$ cat src/pgwm_pkg.sv
package pgwm_pkg;

  localparam int CODES_PER_BYTE = 4;
  localparam int WEIGHT_BITS    = 16;
  localparam int PROD_BITS      = WEIGHT_BITS + 2;
  localparam int SUM_BITS       = 34;
  localparam int TOTAL_BITS     = 33;
  localparam int FRAC_BITS      = 16;
  localparam int MEAN_BITS      = 18;
  localparam int NUM_BITS       = SUM_BITS + FRAC_BITS;

  localparam logic [1:0]           MISSING_CODE = 2'd3;
  localparam logic [MEAN_BITS-1:0] MEAN_MAX     = MEAN_BITS'(131072);

  typedef struct packed {
    logic [PROD_BITS-1:0]   prod;
    logic [WEIGHT_BITS-1:0] weight;
  } lane_out_t;

endpackage

$ cat src/pgwm_lane.sv
module pgwm_lane (
  input  logic [1:0]                           code,
  input  logic [pgwm_pkg::WEIGHT_BITS-1:0]     weight,
  input  logic                                 enable,
  output pgwm_pkg::lane_out_t                  lane_out
);
  import pgwm_pkg::*;

  logic used;

  assign used = enable && (code != MISSING_CODE);

  // code is 0, 1 or 2 here: weight times code is a shift by code[1]
  always_comb begin
    if (used && (code != 2'd0)) begin
      lane_out.prod = PROD_BITS'(weight) << code[1];
    end else begin
      lane_out.prod = '0;
    end
    lane_out.weight = used ? weight : '0;
  end

endmodule

$ cat src/pgwm_merge.sv
module pgwm_merge (
  input  logic                                 clk,
  input  logic                                 rst,
  input  logic                                 accept,
  input  logic                                 last,
  input  pgwm_pkg::lane_out_t                  lanes [pgwm_pkg::CODES_PER_BYTE],
  output logic [pgwm_pkg::SUM_BITS-1:0]        fin_sum,
  output logic [pgwm_pkg::TOTAL_BITS-1:0]      fin_total
);
  import pgwm_pkg::*;

  localparam int LANE_SUM_BITS = PROD_BITS + 2;
  localparam int LANE_W_BITS   = WEIGHT_BITS + 2;

  logic [SUM_BITS-1:0]      acc_sum;
  logic [TOTAL_BITS-1:0]    acc_total;
  logic [LANE_SUM_BITS-1:0] prod_sum;
  logic [LANE_W_BITS-1:0]   weight_sum;
  logic [SUM_BITS:0]        sum_wide;
  logic [TOTAL_BITS:0]      total_wide;
  logic [SUM_BITS-1:0]      sum_next;
  logic [TOTAL_BITS-1:0]    total_next;

  always_comb begin
    prod_sum   = '0;
    weight_sum = '0;
    for (int i = 0; i < CODES_PER_BYTE; i++) begin
      prod_sum   = prod_sum + LANE_SUM_BITS'(lanes[i].prod);
      weight_sum = weight_sum + LANE_W_BITS'(lanes[i].weight);
    end
    // all terms are nonnegative, so one clamp matches clamping each add
    sum_wide   = {1'b0, acc_sum} + (SUM_BITS+1)'(prod_sum);
    total_wide = {1'b0, acc_total} + (TOTAL_BITS+1)'(weight_sum);
    sum_next   = sum_wide[SUM_BITS] ? '1 : sum_wide[SUM_BITS-1:0];
    total_next = total_wide[TOTAL_BITS] ? '1 : total_wide[TOTAL_BITS-1:0];
  end

  always_ff @(posedge clk) begin
    if (rst) begin
      acc_sum   <= '0;
      acc_total <= '0;
    end else if (accept) begin
      if (last) begin
        acc_sum   <= '0;
        acc_total <= '0;
      end else begin
        acc_sum   <= sum_next;
        acc_total <= total_next;
      end
    end
  end

  // hold the row totals for the divider and the result
  always_ff @(posedge clk) begin
    if (accept && last) begin
      fin_sum   <= sum_next;
      fin_total <= total_next;
    end
  end

endmodule

$ cat src/pgwm_div.sv
module pgwm_div (
  input  logic                                 clk,
  input  logic                                 rst,
  input  logic                                 start,
  input  logic [pgwm_pkg::SUM_BITS-1:0]        sum,
  input  logic [pgwm_pkg::TOTAL_BITS-1:0]      total,
  output logic                                 busy,
  output logic [pgwm_pkg::MEAN_BITS-1:0]       quotient
);
  import pgwm_pkg::*;

  localparam int CNT_BITS = $clog2(MEAN_BITS + 1);

  logic [NUM_BITS-1:0]   num;
  logic [TOTAL_BITS-1:0] den;
  logic [TOTAL_BITS-1:0] rem;
  logic [TOTAL_BITS:0]   trial;
  logic                  fits;
  logic [CNT_BITS-1:0]   count;

  // round to nearest: add half the divisor before dividing
  assign num   = {sum, {FRAC_BITS{1'b0}}} + NUM_BITS'(total >> 1);
  assign trial = {rem, quotient[MEAN_BITS-1]};
  assign fits  = trial >= {1'b0, den};
  assign busy  = count != '0;

  always_ff @(posedge clk) begin
    if (rst) begin
      count <= '0;
    end else if (start) begin
      count <= CNT_BITS'(MEAN_BITS);
    end else if (busy) begin
      count <= count - CNT_BITS'(1);
    end
  end

  // restoring divide, one quotient bit per cycle; the high part of the
  // numerator is known to be below the divisor
  always_ff @(posedge clk) begin
    if (start) begin
      rem      <= TOTAL_BITS'(num[NUM_BITS-1:MEAN_BITS]);
      quotient <= num[MEAN_BITS-1:0];
      den      <= total;
    end else if (busy) begin
      rem      <= fits ? TOTAL_BITS'(trial - {1'b0, den}) : trial[TOTAL_BITS-1:0];
      quotient <= {quotient[MEAN_BITS-2:0], fits};
    end
  end

endmodule

$ cat src/packed_genotype_weighted_mean.sv
// Channel  Handshake             Payload
// in       in_valid / in_ready   packed_genotypes, weight_a..weight_d, valid_count, last_in_row
// out      out_valid / out_ready mean_value, no_weight
//
// A byte that does not end a row is taken every cycle: four lanes and one
// saturating add into the accumulators. A byte that ends a row holds off the
// next request while the block loads the rounded numerator, runs 18 radix-2
// divide steps, sees the divider finish and writes the result.
// The next row accumulates while a result waits; a second row end stalls in
// the write step until out_ready takes the first. Reset is synchronous.
module packed_genotype_weighted_mean (
  input  logic                                 clk,
  input  logic                                 rst,
  input  logic                                 in_valid,
  output logic                                 in_ready,
  input  logic [7:0]                           packed_genotypes,
  input  logic [pgwm_pkg::WEIGHT_BITS-1:0]     weight_a,
  input  logic [pgwm_pkg::WEIGHT_BITS-1:0]     weight_b,
  input  logic [pgwm_pkg::WEIGHT_BITS-1:0]     weight_c,
  input  logic [pgwm_pkg::WEIGHT_BITS-1:0]     weight_d,
  input  logic [2:0]                           valid_count,
  input  logic                                 last_in_row,
  output logic                                 out_valid,
  input  logic                                 out_ready,
  output logic [pgwm_pkg::MEAN_BITS-1:0]       mean_value,
  output logic                                 no_weight
);
  import pgwm_pkg::*;

  typedef enum logic [3:0] {
    ST_ACC   = 4'b0001,
    ST_PREP  = 4'b0010,
    ST_DIV   = 4'b0100,
    ST_WRITE = 4'b1000
  } state_t;

  state_t state, state_next;

  logic [WEIGHT_BITS-1:0] lane_weight [CODES_PER_BYTE];
  lane_out_t              lanes       [CODES_PER_BYTE];
  logic                   accept;
  logic [SUM_BITS-1:0]    fin_sum;
  logic [TOTAL_BITS-1:0]  fin_total;
  logic [MEAN_BITS-1:0]   quotient;
  logic                   div_start;
  logic                   div_busy;
  logic                   out_free;
  logic                   load_out;

  assign lane_weight[0] = weight_a;
  assign lane_weight[1] = weight_b;
  assign lane_weight[2] = weight_c;
  assign lane_weight[3] = weight_d;

  assign in_ready = state == ST_ACC;
  assign accept   = in_valid && in_ready;

  for (genvar i = 0; i < CODES_PER_BYTE; i++) begin : g_lane
    pgwm_lane u_lane (
      .code     (packed_genotypes[2*i +: 2]),
      .weight   (lane_weight[i]),
      .enable   (valid_count > 3'(i)),
      .lane_out (lanes[i])
    );
  end

  pgwm_merge u_merge (
    .clk       (clk),
    .rst       (rst),
    .accept    (accept),
    .last      (last_in_row),
    .lanes     (lanes),
    .fin_sum   (fin_sum),
    .fin_total (fin_total)
  );

  assign div_start = state == ST_PREP;

  pgwm_div u_div (
    .clk      (clk),
    .rst      (rst),
    .start    (div_start),
    .sum      (fin_sum),
    .total    (fin_total),
    .busy     (div_busy),
    .quotient (quotient)
  );

  assign out_free = !out_valid || out_ready;
  assign load_out = (state == ST_WRITE) && out_free;

  always_comb begin
    state_next = state;
    unique case (state)
      ST_ACC:   if (accept && last_in_row) state_next = ST_PREP;
      ST_PREP:  state_next = ST_DIV;
      ST_DIV:   if (!div_busy) state_next = ST_WRITE;
      ST_WRITE: if (out_free) state_next = ST_ACC;
      default:  state_next = ST_ACC;
    endcase
  end

  always_ff @(posedge clk) begin
    if (rst) begin
      state     <= ST_ACC;
      out_valid <= 1'b0;
    end else begin
      state <= state_next;
      if (load_out) begin
        out_valid <= 1'b1;
      end else if (out_ready) begin
        out_valid <= 1'b0;
      end
    end
  end

  // hold the result until taken; clamp to 2.0, zero when no weight
  always_ff @(posedge clk) begin
    if (load_out) begin
      no_weight <= fin_total == '0;
      if (fin_total == '0) begin
        mean_value <= '0;
      end else if (quotient > MEAN_MAX) begin
        mean_value <= MEAN_MAX;
      end else begin
        mean_value <= quotient;
      end
    end
  end

endmodule

$ cat config.mk
export PLATFORM = sky130hd
export DESIGN_NAME = packed_genotype_weighted_mean
export DESIGN_NICKNAME = d
export VERILOG_FILES = /design/src/pgwm_pkg.sv /design/src/pgwm_lane.sv /design/src/pgwm_merge.sv /design/src/pgwm_div.sv /design/src/packed_genotype_weighted_mean.sv
export SDC_FILE = /design/constraint.sdc
export NUM_CORES = 1
export LEC_CHECK = 0
export ABC_AREA = 1
export BUFFER_PORTS_ARGS = -buffer_cell sky130_fd_sc_hd__clkbuf_2
export CAP_MARGIN = 0
export CORE_MARGIN = 5
export CORE_UTILIZATION = 45
export CTS_CLUSTER_DIAMETER = 80
export DETAILED_ROUTE_END_ITERATION = 10
export MAX_ROUTING_LAYER = met4
export SLEW_MARGIN = 20
export SYNTH_ARGS = -nofsm -noshare
export SYNTH_HDL_FRONTEND = slang
export SYNTH_SLANG_ARGS = --single-unit
$ cat constraint.sdc
create_clock -name clk -period 9 [get_ports clk]
set_clock_uncertainty 0.05 [all_clocks]
set_input_delay 0 -clock clk [delete_from_list [all_inputs] [get_ports clk]]
set_output_delay 0 -clock clk [all_outputs]
set_load 0.01 [all_outputs]
Word-level counts from Yosys, hierarchy flattened --
Cells that the tools add are included.
Word-level totals: bits in registers 247, input port bits 80, output and inout bits 21
Cells by class: $add $sub $neg 11, $lt $le $gt $ge 6, equality and inequality tests 11, shift-type cells 4, mux-type cells 26, reductions and logical operators 24
Operator list (count):
- $mux W18 | 7
- $mux W33 | 3
- $shl A16 B1 Y18 | 4
- $mux W34 | 2
- $mux W16 | 4
- $mux W32 | 2
- $add A50 B32 Y50 | 1
- $add A20 B18 Y20 | 2
- $add A18 B16 Y18 | 2
- $add A34 B20 Y35 | 1
- $add A33 B18 Y34 | 1
- $ge A34 B33 Y1 | 1
- $logic_not A33 Y1 | 1
- $sub A33 B33 Y33 | 1
- $add A18 B18 Y19 | 1
- $gt A18 B18 Y1 const B | 1
- $add A16 B16 Y17 | 1
- $pmux W4 S4 | 1
- $mux W4 | 3
- $ne A2 B2 Y1 const B | 6
- $reduce_bool A2 Y1 | 6
- $logic_and A1 B1 Y1 | 11
- $mux W5 | 2
- $gt A3 B1 Y1 const B | 2
- 13 further kinds | 16

Depth between registers and ports, before layout --
Gate-level depths: netlist (run 1).
word-level depth 10, mapped depth 41, mapped depth without buffers 40

Modules after synthesis --
From an unflattened synthesis (run 1), not the netlist that was laid out.
Unflattened totals: cells, all modules 3407, area, all modules 23327.4 µm²
By module, submodules not included:
- pgwm_merge | times used 1, cells an instance 1585, area each 12107.9 µm², seq. area each 3353.2 µm²
- pgwm_div | times used 1, cells an instance 1175, area each 7825.0 µm², seq. area each 2612.5 µm²
- pgwm_lane | times used 4, cells an instance 125, area each 553.0 µm², seq. area each 0.0 µm²
- packed_genotype_weighted_mean | times used 1, cells an instance 147, area each 1182.4 µm², seq. area each 670.6 µm²

Least setup slack after synthesis (run 1) --
OpenSTA, ideal clock, no wires.
path kind input -> register, start point input port packed_genotypes[1], end point register u_merge.fin_sum[28] (netlist bit) (data pin), setup time 0.262 ns, arrival 5.478 ns, path slack 3.210 ns, cell stages on the path 32, path through clkbuf_1 -> nand2_1 -> nand2_1 -> o21bai_1 -> clkbuf_1 -> nor2_1 -> fa_1 -> nand3_1 -> nand2_1 -> a21boi_0 -> o21ai_0 -> nand3_1 -> nand2_1 -> xnor2_1 -> fa_1 -> inv_1 -> ha_1 -> a21o_1 -> nand3_1 -> nand4_1 -> a211oi_1 -> xor2_1 -> ha_1 -> a21oi_1 -> inv_1 -> a21oi_1 -> o21ai_1 -> nand2_1 -> nand3_2 -> nand2_4 -> buf_6 -> nand3_2
Between the ends: word-level cells in the longest chain between the ends 9, elaborated cells on any way between the ends 11
Ends and longest elaborated chain:
- start: declaration | line packed_genotype_weighted_mean.sv:16 | input logic [7:0] packed_genotypes,
- $ne A2 B2 Y1 | line pgwm_lane.sv:11 | assign used = enable && (code != MISSING_CODE);
- $logic_and A1 B1 Y1 | line pgwm_lane.sv:11
- $logic_and A1 B1 Y1 | line pgwm_lane.sv:15 | if (used && (code != 2'd0)) begin
- $mux W18 (*) | line pgwm_lane.sv:15
- $add A18 B18 Y19 (*) | line pgwm_merge.sv:28 | prod_sum = prod_sum + LANE_SUM_BITS'(lanes[i].prod);
- $add A20 B18 Y20 (*) (2 in a row) | line pgwm_merge.sv:28
- $add A34 B20 Y35 (*) | line pgwm_merge.sv:32 | sum_wide = {1'b0, acc_sum} + (SUM_BITS+1)'(prod_sum);
- $mux W34 (*) | line pgwm_merge.sv:34 | sum_next = sum_wide[SUM_BITS] ? '1 : sum_wide[SUM_BITS-1:0];
- named net u_merge.sum_next[28] | line pgwm_merge.sv:21 | logic [SUM_BITS-1:0] sum_next;
- end signal: assignment | line pgwm_merge.sv:56 | fin_sum <= sum_next;
- end: declaration | line pgwm_merge.sv:7 | output logic [pgwm_pkg::SUM_BITS-1:0] fin_sum,
Mark *: on every way through the listed nets, which the timed path passes. The rest lies on a longest branch. A chain may end at the register's enable or synchronous reset.

Worst setup path after layout (run 1) --
start point input port packed_genotypes[1], end point register u_merge.acc_sum[2]
Between the ends: word-level cells in the longest chain between the ends 10, elaborated cells on any way between the ends 12
Ends and longest elaborated chain:
- $ne A2 B2 Y1 | line pgwm_lane.sv:11
- $logic_and A1 B1 Y1 | line pgwm_lane.sv:11
- $logic_and A1 B1 Y1 | line pgwm_lane.sv:15
- $mux W18 (*) | line pgwm_lane.sv:15
- $add A18 B18 Y19 (*) | line pgwm_merge.sv:28
- $add A20 B18 Y20 (*) (2 in a row) | line pgwm_merge.sv:28
- $add A34 B20 Y35 (*) | line pgwm_merge.sv:32
- $mux W34 (*) | line pgwm_merge.sv:34
- named net u_merge.sum_next[2] | line pgwm_merge.sv:21
- $mux W34 (*) | line pgwm_merge.sv:43 | if (last) begin
- end signal: assignment | line pgwm_merge.sv:47 | acc_sum <= sum_next;
- end: declaration | line pgwm_merge.sv:15 | logic [SUM_BITS-1:0] acc_sum;
Marks and branches as above.

==> results of run 1 <==
cells in the mapped netlist (all sizes together):
cell type	instances
nand2	938
inv	503
nor2	317
a21oi	259
nand3	221
edfxtp	169
ha	156
o21ai	121
dfxtp	78
xor2	64
xnor2	48
clkbuf	42
fa	41
nor3	40
mux2	30
nand4	30
buf	25
nor4	17
o21bai	14
a21o	11
nand3b	9
a31oi	7
a21boi	4
and2	4
o211ai	4
or2	4
clkinv	3
o21a	3
o31ai	3
and3	2
o2111ai	2
a211oi	1
path summary, 6_finish.rpt:
| kind | start | end | slack [ps] | depth (start not counted) |
|---|---|---|---|---|
| setup / recovery | packed_genotypes[1] | u_merge.acc_sum[2] | 2120 | 38 |
| hold / removal | rst | state[3] | 20 | 3 |
| setup reg to reg | u_div.quotient[17] | u_div.rem[26] | 5640 | 13 |
| hold reg to reg | u_merge.fin_total[0] | u_div.den[0] | 410 | 0 |
metal layers:
| metal | routed length [um] | vias up |
|---|---|---|
| met4 | 1830 | 0 |
| met2 | 31700 | 508 |
| met5 | 0 | - |
| met3 | 3290 | 111 |
| met1 | 32300 | 9560 |
| li1 | - | 10400 |
worst reg2reg max path, cell delays in order, from the launching register on:
cell      delay (ps)
edfxtp_1         320
inv_1             90
ha_1             240
fa_1             410
inv_1            100
nand4_1          110
nand3_2          130
nand2_1          110
nand3_2          140
nand2_1           90
nand2_2          730
nand3_1          350
nand3_1          160
nand2_1           60
metrics by stage:
| step | instances | power (mW) | util, % | setup slack [ps] | hold slack [ps] |
|---|---|---|---|---|---|
| final | 3894 | 6.28 | 49.6 | 2120 | 21.8 |
| after global routing | 3894 | 6.79 | 49.6 | 1240 | 101 |
| after CTS | 3894 | 6.29 | 49.6 | 2080 | 36.7 |
| after detailed placement | 3834 | 4.97 | 47.3 | 1480 | 261 |
| after global placement | 3834 | 4.93 | 47.3 | 1560 | 252 |
| after floorplan | 3170 | 4.14 | - | 3210 | 93.1 |
report_power, final:
| group | switching (mW) | internal [mW] | total, mW |
|---|---|---|---|
| logic | 2.16 | 1.07 | 3.22 |
| registers | 0.149 | 1.61 | 1.75 |
| clock network | 0.508 | 0.791 | 1.30 |
| total | 2.81 | 3.47 | 6.28 |
cell type report:
type / instances / area share, %
multi-input cells: 2350 / 54.5
flip-flops and latches: 247 / 27.5
inverters: 506 / 7.87
clock buffers: 45 / 3.77
well taps: 622 / 3.23
repair buffers: 111 / 2.44
clock inverters: 13 / 0.716
flip-flops by register name (all words and copies together) (netlist names):
name and count:
state 4, no_weight 1, mean_value 18, u_div.quotient 18, out_valid 1, u_merge.acc_sum 34
u_merge.fin_sum 34, u_div.count 5, u_div.rem 33, u_merge.acc_total 33, u_div.den 33, u_merge.fin_total 33
layout by cell type, fill, tap and decap left out, types with 31 or more instances in the layout:
cell type,n
clkbuf_16,32
clkbuf_2,100
nor3_1,37
inv_1,501
nand2_2,31
nand3_2,35
fa_1,41
a21oi_1,257
xnor2_1,48
ha_1,156
nor2_1,307
o21ai_0,105
nand2_1,906
dfxtp_1,78
edfxtp_1,169
nand3_1,186
xor2_1,64
cell families (layout without fill, tap and decap cells):
logic type / after synthesis / in the layout / synth area share (%)
and+or+nand+nor: 1582 / 1582 / 30.6
buffers and inverters: 573 / 675 / 10.3
AOI/OAI and AO/OA: 429 / 429 / 10.4
DFF: 247 / 247 / 30.2
adders and majority gates: 197 / 197 / 12.6
xor gates and xnor gates: 112 / 112 / 4.46
muxes: 30 / 30 / 1.54
==> results.tsv, run 1 <==
stage	metric	value	unit
yosys	synth_top_cell_by_area	edfxtp_1	
finish	drive_above_1_share	8.50	%
worst_setup_path	path_class	input port to register	
yosys	synth_cell_types	51	
global_route	grt_busiest_layer	met2	
detailed_routing	wirelength	69.1	mm
global_route	gr-usage-all-layers	25.8	%
clock_tree	clock_sink_count	247	
placement	portBuffers	100	
sta	tightest_slew	1150	ps
outcome	status	completed	
detailed_routing	drc_errors	0	
power_and_ir_drop	vdd_drop_max	0.147	mV
yosys	yosys.area.top_type_share	23.1	%
yosys	synthTopCellsByArea	edfxtp_1, nand2_1, ha_1	
worst_setup_path	startpoint_type	input port	
detailed_routing	vias	20600	
finish	nFillCells	4998	
clock_tree	cts_tree	built	
global_route	grt_pass1_wl	108	mm
clock_tree	cts-htree-levels	1	
floorplan	core	48600	sq um
run	drv_cap	0	
global_route	gr-usage-met1	35.2	%
global_route	grtUsageMet2	41.6	%
finish	stdcell_area	24100	sq um
clock_tree	cts-resized-gates	0	
clock_tree	cts.clk_slew.worst_paths	60	ps
placement	place_area	23000	sq um
power_and_ir_drop	power.leakage	12.0	nW
sta	setup_viol	0	
global_route	grt_pass1_vias	19800	
detailed_routing	routedWlPerCell	17.8	um
worst_setup_path	cp_num_buf_inv	4	
clock_tree	cts_buffer_depth	3	
sta	finalCritPeriodShare	76.4	%
sta	setup_tns	0	ps
worst_setup_path	worst_ep_arrival_time	7250	ps
clock_tree	clk_latency	600	ps
detailed_routing	drtIter0Drc	1346	
finish	area_growth	9.63	%
global_route	grt_overflow	0	
global_route	grt_util_met3	3.09	%
worst_setup_path	cp_data_required_time	9370	ps
detailed_routing	avgViaCountPerCell	5.28	
finish	final_net_count	3524	
placement	globalplace.congestion	1.00	
global_route	antenna_found_initial	1	
clock_tree	cts_root_buf	clkbuf_16	
sta	min_period	6880	ps
yosys	ys_ff_latch	247	
worst_setup_path	cpLargestDelayFamily	simple AND/OR/NAND/NOR gates	
sta	rsz0062_at_grt	no	
worst_setup_path	slowest_stage	fa_1	
placement	dp_hpwl	56.5	mm
worst_setup_path	cp_max_fo	34	
clock_tree	postCtsSetupBuffers	0	
floorplan	dieWidth	231	um
sta	fmax	145	MHz
finish	antenna_cells	0	
floorplan	die-area	53400	sq um
detailed_routing	drt-pass1-iter-count	7	
finish	regArea	6640	sq um
floorplan	top_level_ports	101	
power_and_ir_drop	cellPowerDensity	260	nW/um^2
sta	drv_slew	0	
worst_setup_path	worst_path_most_repeated_cell	nand2_1	
finish	multi_input_area	13100	sq um
yosys	syn_avg_cell_area	6.94	sq um
yosys	seq_area_frac_synth	30.2	%
detailed_routing	final_antenna_net_count	0	
hold_path	min_path_type	input port to register	
worst_setup_path	end_kind	register	
yosys	netlist_area	22000	sq um
clock_tree	ctsHoldBuffers	2	
floorplan	start_util	45.2	%
sta	relSlewSlack	22.5	%
yosys	synth_fp_nets	3447	
yosys	synthCells	3170	
sta	hold_viol	0	
floorplan	row_count	81	
yosys	yosys_warnings	0	
global_route	grt_max_degree	90	
worst_setup_path	critPathMaxStageDelay	540	ps
clock_tree	numCtsBuffers	31	
floorplan	die_y	231	um
No activity file was read; power rests on OpenSTA's default activity.
==> inputs of run 2 (changes only) <==
--- a/config.mk
+++ b/config.mk
@@ -5,7 +5,7 @@
 export SDC_FILE = /design/constraint.sdc
 export NUM_CORES = 1
 export LEC_CHECK = 0
-export ABC_AREA = 1
+export ABC_AREA = 0
 export BUFFER_PORTS_ARGS = -buffer_cell sky130_fd_sc_hd__clkbuf_2
 export CAP_MARGIN = 0
 export CORE_MARGIN = 5
==> constraint.sdc (replaced) <==
create_clock -name clk -period 5.91 [get_ports clk]
set_clock_uncertainty 0.05 [all_clocks]
set_input_delay 0 -clock clk [delete_from_list [all_inputs] [get_ports clk]]
set_output_delay 0 -clock clk [all_outputs]
set_load 0.01 [all_outputs]
==> run 2 against run 1 <==
Net effect: critical endpoint is now u_merge.fin_sum[25]; final area rose by 2.3%; synthesized cell count fell by 32%; count of clock-buffer cells in the layout fell by 9; power rose by 59%; first-iteration DRC count fell by 32%; highest routed layer unchanged; sequential power rose by 57%; worst setup slack got worse by 2000 ps; largest cell class unchanged; clock power rose by 46%; hold slack improved by 280 ps; register-to-register slack got worse by 4100 ps.
==> results.tsv, run 2 <==
stage	metric	value	unit
worst_setup_path	cp_max_fo	5	
detailed_routing	drt-pass1-iter-count	5	
run	drv_cap	0	
worst_setup_path	end_kind	register	
sta	worst_slack	88.8	ps
floorplan	die_y	218	um
detailed_routing	avgViaCountPerCell	5.52	
sta	fmax	172	MHz
placement	portBuffers	100	
sta	min_period	5820	ps
yosys	ys_top_cells_by_count	nand2_1, edfxtp_1, inv_1	
clock_tree	cts_buffer_depth	3	
floorplan	row_count	76	
finish	antenna_cells	0	
yosys	ys_ff_latch	247	
worst_setup_path	worst_path_most_repeated_cell	a21oi_2	
clock_tree	cts_tree	built	
worst_setup_path	slowest_stage	fa_1	
sta	tightest_slew	939	ps
detailed_routing	wirelength	53.9	mm
sta	setup_viol	0	
global_route	antenna_found_initial	0	
finish	drive_above_1_share	25.6	%
finish	final_cell_mix	nand2_1, buf_4, edfxtp_1	
detailed_routing	final_antenna_net_count	0	
worst_setup_path	rr_endpoint	u_div.rem[9]	
floorplan	core	43000	sq um
worst_setup_path	r2r_start	u_div.rem[22]	
sta	finalCritPeriodShare	98.5	%
finish	layout_commonest_cell	nand2_1	
yosys	synth_cell_types	77	
detailed_routing	drc_errors	0	
global_route	grt_overflow	0	
power_and_ir_drop	p_int	6.05	mW
power_and_ir_drop	vdd_drop_max	0.268	mV
yosys	async_flop_share	0	%
power_and_ir_drop	power_frac_clock	19.1	%
worst_setup_path	cp_data_required_time	6160	ps
power_and_ir_drop	switching_share	39.3	%
placement	globalplace.congestion	0.916	
floorplan	die-area	47700	sq um
clock_tree	numCtsBuffers	28	
worst_setup_path	crit_path_end	u_merge.fin_sum[25]	
worst_setup_path	r2r_slack	1560	ps
yosys	synth_ff_type	edfxtp_1	
clock_tree	cts.clk_slew.worst_paths	60	ps
detailed_routing	routedWlPerCell	17.5	um
yosys	syn_avg_cell_area	9.02	sq um
floorplan	top_level_ports	101	
yosys	synth.most_common_cell	nand2_1	
finish	final_net_count	2754	
sta	hold_viol	0	
sta	rsz0062_at_grt	yes	
global_route	grt_max_degree	57	
detailed_routing	drtIter0Drc	913	
worst_setup_path	path_class	input port to register	
finish	multi_input_area	13100	sq um
yosys	synth_fp_nets	2442	
finish	area_growth	26.4	%
worst_setup_path	startpoint_type	input port	
clock_tree	clk_latency	550	ps
clock_tree	clock_sink_count	247	
floorplan	start_util	45.4	%
yosys	synth_enable_flop_cells	169	
finish	top_regs	u_merge.acc_sum (34), u_merge.fin_sum (34)	
floorplan	dieWidth	218	um
worst_setup_path	worst_ep_arrival_time	6070	ps
worst_setup_path	worstRegToRegCells	11	
sta	drv_slew	0	
yosys	synthTopCellsByArea	edfxtp_1, ha_1, dfxtp_1	
finish	nFillCells	3807	
power_and_ir_drop	power.leakage	11.0	nW
finish	utilization	57.4	%
sta	relSlewSlack	37.4	%
global_route	grt_pass1_vias	16100	
placement	dpl_worst_slack	-776	ps
power_and_ir_drop	cellPowerDensity	404	nW/um^2
placement	dp_hpwl	42.1	mm
power_and_ir_drop	p_switching	3.91	mW
global_route	gr-usage-all-layers	22.1	%
worst_setup_path	crit_path_start	valid_count[2]	
power_and_ir_drop	seqPwrFrac	27.5	%
finish	regArea	6640	sq um
yosys	synth_top_cell_by_area	edfxtp_1	
yosys	synthCells	2165	
detailed_routing	vias	17000	
yosys	yosys_warnings	0	
clock_tree	cts_root_buf	clkbuf_16	
global_route	grt_pass1_wl	84.5	mm
power_and_ir_drop	p_comb_share	53.5	%
clock_tree	cts-htree-levels	1	
yosys	netlist_area	19500	sq um
yosys	yosys.area.top_type_share	26.0	%
yosys	seq_area_frac_synth	34.0	%
hold_path	min_path_type	input port to register	
worst_setup_path	critPathMaxStageDelay	460	ps
outcome	status	completed	
[run 2: cell count changes after synthesis, sizes merged, moves of 44 or more]
cell	change
and2	+58
a21oi	-106
nand2	-673
nand3	-171
nor2	-192
a21o	+51
inv	-345
a22o	+44
[run 2: power groups by stage]
stage | clock network [mW] | registers (mW) | logic [mW]
2_1_floorplan | 0 | 2.65 | 3.39
3_3_place_gp | 0 | 2.76 | 4.83
3_5_place_dp | 0 | 2.76 | 4.91
4_1_cts | 1.93 | 2.73 | 4.98
5_1_grt | 2.00 | 2.77 | 5.92
6_report | 1.90 | 2.74 | 5.33
[run 2: area by class of cell]
cell class	instances	area share, %
Clock buffer	36	3.42
Clock inverter	16	0.806
Inverter	158	2.41
Multi-Input combinational cell	1686	52.9
Sequential cell	247	26.9
Tap cell	585	2.97
Timing Repair Buffer	356	10.6
[run 2: logic make-up after synthesis]
kind of cell    synth area share [%]
xor+xnor                        6.95
compound gates                  19.2
simple gates                    17.1
buf+inv                         4.58
mux                             4.02
fa+ha+maj                       14.2
flops                           34.0
[run 2: metrics by stage]
| stage | setup TNS (ps) | hold slack [ps] | area (sq um) | std cells | total power [mW] |
|---|---|---|---|---|---|
| 3_3_place_gp | -57390 | 267 | 22400 | 3002 | 7.59 |
| 4_1_cts | 0 | 265 | 23600 | 3065 | 9.64 |
| 2_1_floorplan | -6750 | 26.2 | 19800 | 2165 | 6.05 |
| 5_1_grt | -12880 | 333 | 24700 | 3084 | 10.7 |
| 6_report | 0 | 306 | 24700 | 3084 | 9.96 |
| 3_5_place_dp | -76470 | 274 | 22400 | 3002 | 7.67 |
[run 2: critical path: cells and delay by family]
| family | cells | cell delay (ps) |
|---|---|---|
| xor gates and xnor gates | 1 | 240 |
| and+or+nand+nor | 10 | 1210 |
| muxes | 1 | 250 |
| adders and majority gates | 5 | 1510 |
| buffers and inverters | 3 | 310 |
| AOI/OAI and AO/OA | 16 | 2530 |
[run 2: repair_timing]
| action | in CTS | in global routing |
|---|---|---|
| endpoints found under the setup margin | 76 | 134 |
| gates cloned | 0 | 4 |
| pin swaps | 21 | 103 |
| hold buffers | 6 | 0 |
| buffers inserted | 5 | 16 |
| endpoints found under the hold margin | 12 | 0 |
| resized for setup | 18 | 198 |
[run 2: worst min path at each step]
stage / startpoint / endpoint / slack (ps) / depth (start not counted)
floorplan: rst / u_div.count[3] / 30 / 1
global placement: out_ready / out_valid / 270 / 3
detailed placement: out_ready / out_valid / 270 / 3
CTS: last_in_row / u_merge.acc_sum[32] / 270 / 4
global route: weight_d[0] / u_merge.fin_total[0] / 330 / 6
finish: weight_d[0] / u_merge.fin_total[0] / 310 / 6
[run 2: metal layers]
metal  share of wire, %  global-route usage, %  vias to the layer above
met2                 47                   34.9                      355
met3                4.0                   1.84                       82
li1                   -                      -                     8444
met1                 47                   30.9                     8146
met5                  0                      -                        -
met4                2.4                   5.86                        0
